### src/sv/wpf_pkg.sv
// Shared types, constants and helper functions of the waypoint path follower.
// No dependencies; every other file of the block imports this package.
package wpf_pkg;

    localparam int MAX_WAYPOINTS = 16;
    localparam int IDX_W         = $clog2(MAX_WAYPOINTS);
    localparam int LEN_W         = $clog2(MAX_WAYPOINTS) + 1;
    localparam int FRAC_BITS     = 16;
    localparam int RATIO_FRAC    = 30;
    localparam int SRC_W         = 66;
    localparam int REM_W         = 37;
    localparam int Q_W           = 34;
    localparam int CNT_W         = 6;

    typedef enum logic [1:0] {
        CMD_WRITE = 2'd0,
        CMD_TICK  = 2'd1,
        CMD_PLACE = 2'd2,
        CMD_NOP   = 2'd3
    } t_cmd;

    typedef enum logic [1:0] {
        CFG_ENABLE    = 2'd0,
        CFG_PING_PONG = 2'd1,
        CFG_PATH_LEN  = 2'd2,
        CFG_SPEED     = 2'd3
    } t_cfg_idx;

    typedef enum logic {
        IU_SQRT = 1'b0,
        IU_DIV  = 1'b1
    } t_iu_op;

    typedef struct packed {
        logic             start;
        t_iu_op           op;
        logic [CNT_W-1:0] count;
    } t_iu_req;

    typedef enum logic [4:0] {
        S_IDLE,
        S_READ,
        S_DIFF,
        S_SQX,
        S_SQY,
        S_SUM,
        S_SQRT_GO,
        S_SQRT_WAIT,
        S_RATIO_GO,
        S_RATIO_WAIT,
        S_MVX,
        S_MVY,
        S_MVD,
        S_VX_GO,
        S_VX_WAIT,
        S_VY_GO,
        S_VY_WAIT,
        S_FIN
    } t_state;

    // Clamp a 34-bit signed value to the 32-bit signed range.
    function automatic logic [31:0] sat32(input logic signed [33:0] v);
        logic [31:0] r;
        if (v > 34'sd2147483647) begin
            r = 32'h7FFF_FFFF;
        end else if (v < -34'sd2147483648) begin
            r = 32'h8000_0000;
        end else begin
            r = v[31:0];
        end
        return r;
    endfunction

    // Apply sign to an unsigned velocity magnitude with saturation.
    function automatic logic [31:0] vel_sat(input logic neg, input logic big,
                                            input logic [31:0] q);
        logic [31:0] r;
        if (neg) begin
            r = (big || q > 32'h8000_0000) ? 32'h8000_0000 : (~q + 32'd1);
        end else begin
            r = (big || q[31]) ? 32'h7FFF_FFFF : q;
        end
        return r;
    endfunction

endpackage

### src/sv/wpf_iter_unit.sv
// Shared iterative unit: restoring square root (two bits a cycle) and
// restoring division (one bit a cycle) over one compare-subtract. Uses wpf_pkg.
module wpf_iter_unit (
    input  logic                  i_clk,
    input  logic                  i_rst_n,
    input  wpf_pkg::t_iu_req      i_req,
    input  logic [65:0]           i_src,
    input  logic [36:0]           i_rem,
    input  logic [33:0]           i_divisor,
    output logic                  o_done,
    output logic [33:0]           o_result
);
    import wpf_pkg::*;

    logic             r_busy;
    logic             r_done;
    t_iu_op           r_op;
    logic [CNT_W-1:0] r_cnt;
    logic [SRC_W-1:0] r_src;
    logic [REM_W-1:0] r_rem;
    logic [Q_W-1:0]   r_q;
    logic [Q_W-1:0]   r_div;

    logic [REM_W-1:0] shifted;
    logic [REM_W-1:0] trial;
    logic             ge;

    always_comb begin
        if (r_op == IU_SQRT) begin
            shifted = {r_rem[REM_W-3:0], r_src[SRC_W-1 -: 2]};
            trial   = {1'b0, r_q, 2'b01};
        end else begin
            shifted = {r_rem[REM_W-2:0], r_src[SRC_W-1]};
            trial   = {3'b000, r_div};
        end
        ge = (shifted >= trial);
    end

    always_ff @(posedge i_clk) begin
        if (!i_rst_n) begin
            r_busy <= 1'b0;
            r_done <= 1'b0;
            r_cnt  <= '0;
        end else begin
            r_done <= 1'b0;
            if (i_req.start) begin
                r_busy <= 1'b1;
                r_cnt  <= i_req.count;
            end else if (r_busy) begin
                r_cnt <= r_cnt - 1'b1;
                if (r_cnt == CNT_W'(1)) begin
                    r_busy <= 1'b0;
                    r_done <= 1'b1;
                end
            end
        end
    end

    always_ff @(posedge i_clk) begin
        if (i_req.start) begin
            r_op  <= i_req.op;
            r_src <= i_src;
            r_rem <= i_rem;
            r_div <= i_divisor;
            r_q   <= '0;
        end else if (r_busy) begin
            r_rem <= ge ? (shifted - trial) : shifted;
            r_q   <= {r_q[Q_W-2:0], ge};
            r_src <= (r_op == IU_SQRT) ? {r_src[SRC_W-3:0], 2'b00}
                                       : {r_src[SRC_W-2:0], 1'b0};
        end
    end

    assign o_done   = r_done;
    assign o_result = r_q;

endmodule

### config.mk
export PLATFORM = sky130hd
export DESIGN_NAME = wpf_iter_unit
export DESIGN_NICKNAME = d
export VERILOG_FILES = /design/src/sv/wpf_pkg.sv /design/src/sv/wpf_iter_unit.sv
export SDC_FILE = /design/constraint.sdc
export NUM_CORES = 1
export LEC_CHECK = 0
export ABC_AREA = 1
export ABC_CLOCK_PERIOD_IN_PS = 6050
export BUFFER_PORTS_ARGS = -buffer_cell sky130_fd_sc_hd__buf_2
export CORE_MARGIN = 1.5
export CORE_UTILIZATION = 58
export CTS_CLUSTER_DIAMETER = 200
export DETAILED_ROUTE_END_ITERATION = 8
export GPL_ROUTABILITY_DRIVEN = 0
export GPL_TIMING_DRIVEN = 0
export HOLD_SLACK_MARGIN = 0.1
export PLACE_DENSITY = 0.92
export SYNTH_ARGS = -nofsm -noshare
export SYNTH_HDL_FRONTEND = slang
export SYNTH_SLANG_ARGS = --single-unit
### constraint.sdc
create_clock -name i_clk -period 6.05 [get_ports i_clk]
set_input_delay 0.3025 -clock i_clk [delete_from_list [all_inputs] [get_ports i_clk]]
set_output_delay 0.3025 -clock i_clk [all_outputs]
set_load 0.01 [all_outputs]
Yosys cells after proc, flatten, opt, wreduce, memory -nomap -nowiden
Index checks and enable logic that the tools add are counted.
W data, S select, Z words.

word-level totals
  bits in registers = 179
  word-level logic and storage cells = 30
  input bits = 147
  output and inout port bits = 35

cells by class
  eq/ne operators = 1
  bitwise operators = 2
  magnitude comparators = 1
  multiplexer cells = 14
  add/sub/neg operators = 2
  reduce and logical (&&, ||, !) cells = 2

operator list
  cell                   number
  $mux W66               3
  $mux W36               4
  $ge A37 B36 Y1         1
  $mux W37               1
  $sub A36 B36 Y36       1
  $mux W6                2
  $eq A6 B1 Y1 const B   1
  $sub A6 B1 Y6 const B  1
  $mux W1                4
  $reduce_or A3 Y1       1
  $not A1 Y1             2
  $reduce_bool A2 Y1     1

Longest topological paths before layout
  depth in word-level cells = 5
  depth in mapped cells = 24
  gate-level depth less buffers = 19

Worst setup path after synthesis
No wires, ideal clock.

  kind = input port to flip-flop
  from = input i_req[7] (netlist bit)
  to = register r_rem[0] (enable)
  arrival = 3.772 ns
  slack = 1.772 ns
  stages = 4
  data required time = 5.544 ns
  library setup time = 0.506 ns
  buffers on the path = 2
  cell sequence = clkbuf_1 > nor2_1 > clkinv_1 > buf_1

between the ends
  longest elaborated chain between the ends = 1

RTL lines
  what                                 RTL line             source
  start, declared                      wpf_iter_unit.sv:6   input wpf_pkg::t_iu_req i_req,
  $reduce_bool A2 Y1 (no source line)  n/a
  end signal, assigned                 wpf_iter_unit.sv:63  r_rem <= i_rem;
  end signal, assigned                 wpf_iter_unit.sv:67  r_rem <= ge ? (shifted - trial) : shifted;
  end, declared                        wpf_iter_unit.sv:20  logic [REM_W-1:0] r_rem;

Every way passes these cells.
A chain may end at the register's enable or synchronous reset.

Final worst setup path
  from = register r_op
  to = register r_rem[24], data pin

between the ends
  longest elaborated chain between the ends = 5
  elaborated cells on any way between the ends = 7
  classes of those cells = add/sub (1); order compare (1); mux (5)

RTL lines
  what                                                RTL line                                  source
  start, declared                                     wpf_iter_unit.sv:17                       t_iu_op r_op;
  start signal, assigned                              wpf_iter_unit.sv:61                       r_op <= i_req.op;
  $mux W37 or $mux W36 (tied branches)                wpf_iter_unit.sv:29                       if (r_op == IU_SQRT) begin
  $sub A36 B36 Y36 or $ge A37 B36 Y1 (tied branches)  wpf_iter_unit.sv:67, wpf_iter_unit.sv:36
  $mux W36 *                                          wpf_iter_unit.sv:67
  $mux W36 *                                          wpf_iter_unit.sv:66                       end else if (r_busy) begin
  $mux W36 *                                          wpf_iter_unit.sv:60                       if (i_req.start) begin

Mark *: on every way between the ends. The rest lies on a longest branch, timed or not. The select of a mux whose other input is x is not followed.

==> flow_metrics.py <==
metrics = {
    "sta": {
        "slew_headroom_pct": 35.1,
        "period_share_pct": 75.6,
        "finalCriticalPeriod_ns": 4.57,
        "tightestPinTransition_ns": 0.974,
        "slew_viol_final": 0,
        "rsz0062_at_grt": "no",
        "worst_hold_slack_ns": 0.124,
        "hold_viol_final": 0,
        "max_freq_mhz": 219,
        "skew_ns": 0.0120,
        "setup_viol": 0,
    },
    "pwr": {
        "p_int_w": 0.00274,
        "powerDensity_mw_per_mm2": 325,
        "irDropWorstVdd_uv": 233,
        "seq_power_share_pct": 35.7,
        "swShare_pct": 37.9,
        "switching_power_w": 0.00168,
        "p_comb_share_pct": 38.1,
        "leakage_nw": 6.36,
        "pwr-share-clk_pct": 26.2,
        "power_w": 0.00442,
    },
    "detailed_routing": {
        "num_vias": 11579,
        "top_layer": "met5",
        "ant_nets": 0,
        "wire_per_inst_um": 16.3,
        "wl_met1_um": 12500,
        "drc": 0,
        "dr.pass1.iters": 6,
        "wl_um": 33600,
        "vias_per_cell": 5.62,
        "drt_iter0_drc": 1252,
        "dr_wl_met3_um": 3470,
        "met2_length_um": 16100,
    },
    "clock_tree": {
        "cts_tree": "built",
        "cts_resized": 0,
        "cts_buffers": 17,
        "cts_root_buffer": "clkbuf_16",
        "clk_latency_ns": 0.45,
        "cts_setup_buffers": 0,
        "clkTransAtPathRegs_ns": 0.08,
        "clockBufferDepth": 2,
        "cts.sinks": 179,
        "holdBufCountCts": 36,
        "cts_max_level": 4,
    },
    "floorplan": {
        "start_util_pct": 58.8,
        "fp.dieW_um": 143,
        "io_pins": 182,
        "dieArea_mm2": 0.0204,
        "core-area_mm2": 0.0193,
        "fp-row-count": 51,
        "die_y_um": 143,
    },
    "yosys": {
        "ys_ff_latch": 179,
        "synth_edf_count": 137,
        "synth_cell_types": 41,
        "yosys.area_share.simple_pct": 27.9,
        "synth_top_family_by_area": "simple AND/OR/NAND/NOR gates",
        "synthXorXnorAreaFrac_pct": 1.39,
        "yosys_warnings": 0,
        "syn_inst": 1543,
        "yosys.area_share.adder_pct": 4.36,
        "ys.flop_type": "edfxtp_1",
        "synthMuxAreaShare_pct": 0.0881,
        "synth_compound_area_share_pct": 13.5,
        "synth.net_count": 1729,
        "async_flop_share_pct": 0,
        "avgSynthCellArea_um2": 7.37,
        "netlist_area_mm2": 0.0114,
        "ys_seq_area_share_pct": 43.6,
    },
    "setup_path": {
        "endpoint_kind": "flop",
        "critical_path_class": "reg2reg",
        "cp-start-kind": "flop",
        "required_ns": 6.24,
        "cp_max_fo": 10,
        "arrival_ns": 4.76,
    },
    "placement": {
        "dpl.hpwl_um": 24000,
        "placed_cells": 1990,
        "place.port_buffers": 180,
        "place_area_mm2": 0.0126,
    },
    "job": {
        "max-cap-violations": 0,
    },
    "cells_and_area": {
        "stdcell_area_mm2": 0.0136,
        "nFillCells": 1485,
        "nNetsFinal": 1966,
        "drive_above_1_share_pct": 16.3,
        "final_core_util_pct": 70.4,
        "syn2layout_area_growth_pct": 19.8,
        "instances_no_fill": 2060,
    },
    "status": {
        "status": "completed",
    },
    "global_routing": {
        "grt_overflow": 0,
        "grt_usage_pct": 33.5,
        "grt_first_pass_wirelength_um": 53400,
        "antenna_found_initial": 6,
        "grt_pass1_vias": 11253,
        "grt_max_degree": 42,
    },
    "hold_path": {
        "worstHoldPathType": "in2reg",
    },
}
-- placed cells by master, fill, tap and decap left out, types with 30 or more instances in the layout --
| cell | count |
|---|---|
| nand2_1 | 440 |
| buf_2 | 198 |
| inv_1 | 183 |
| a21oi_1 | 154 |
| edfxtp_1 | 137 |
| nor2_1 | 130 |
| nand3_1 | 124 |
| o21ai_0 | 82 |
| clkbuf_1 | 44 |
| dfxtp_1 | 42 |
| ha_1 | 38 |
| dlygate4sd3_1 | 36 |
| o22ai_1 | 32 |
| or2_2 | 30 |
-- metrics by stage --
stage / setup TNS (ns) / setup WS [ns]
finish: 0 / 1.48
global route: 0 / 1.37
CTS: 0 / 1.65
detailed placement: 0 / 1.75
global placement: -81.96 / -0.752
floorplan: 0 / 1.77
-- final timing paths --
check                                   from            to  slack (ns)  cells after the start
worst min register to register  o_result[33]  o_result[33]        0.50                      2
worst min-delay path               i_rem[12]     r_rem[12]        0.12                      3
worst max register to register          r_op     r_rem[24]        1.48                     18
worst max-delay path                    r_op     r_rem[24]        1.48                     18
-- state kept, by name, indices dropped and copies added, names as in the netlist --
| signal | flops |
|---|---|
| o_done | 1 |
| r_src | 66 |
| o_result | 34 |
| r_op | 1 |
| r_cnt | 6 |
| r_div | 34 |
| r_busy | 1 |
| r_rem | 36 |
-- worst max-delay path: stages (launching register included) --
cell,delay [ns]
edfxtp_1,0.39
buf_4,0.19
inv_2,0.06
buf_2,0.21
buf_2,0.28
buf_2,0.32
clkbuf_1,0.66
nand2_1,0.10
o21ai_0,0.16
ha_1,0.35
nand2_1,0.17
nor2_2,0.08
nand2_1,0.14
nor2_1,0.07
a31oi_2,0.49
buf_4,0.31
nand3_1,0.13
nand3_1,0.15
nand2_1,0.08
-- cell families after synthesis --
| logic type | after synthesis |
|---|---|
| AND/OR/NAND/NOR | 759 |
| XOR/XNOR | 18 |
| buffers and inverters | 260 |
| multiplexers | 1 |
| AO/OA/AOI/OAI | 287 |
| flip-flops | 179 |
| adder cells (fa/ha/maj) | 39 |
-- power groups by stage --
stage	clock, W	combinational [W]	sequential [W]
6_report	0.00116	0.00168	0.00158
4_1_cts	0.00116	0.00163	0.00157
2_1_floorplan	0	0.00121	0.00157
3_3_place_gp	0	0.00154	0.00160
5_1_grt	0.00121	0.00187	0.00159
3_5_place_dp	0	0.00159	0.00159
-- per-layer routing --
layer  global-route usage [%]  vias up
met5                        0        -
met4                     16.9        4
met3                     8.32      132
met2                     57.0      700
met1                     39.4     5199
li1                         -     5544
-- cell usage after synthesis, types with 9 or more instances --
master    number  share of area [%]
o21ai_0       82                3.6
a21oi_1      154                6.8
nor3_1         9               0.40
buf_2         17               0.75
ha_1          38                4.2
nand2_1      440                 15
nor2_1       130                4.3
edfxtp_1     137                 36
dfxtp_1       42                7.4
clkbuf_1      44                1.5
or2_2         30                1.7
o22ai_1       32                1.8
xnor2_1       17                1.3
inv_1        183                6.0
nand3_1      124                5.5
-- final cells by class --
| type | instances | area, um2 | area share [%] |
|---|---|---|---|
| clock inverters | 15 | 184 | 1.35 |
| multi-input cells | 1104 | 5380 | 39.5 |
| inverters | 191 | 717 | 5.27 |
| clock buffers | 17 | 425 | 3.12 |
| well taps | 265 | 332 | 2.44 |
| plain buffers | 69 | 319 | 2.34 |
| flip-flops and latches | 179 | 4950 | 36.4 |
| repair buffers | 218 | 1300 | 9.56 |
| diodes | 2 | 5.00 | 0.0368 |
Note: power is estimated with default switching activity, not from simulation.
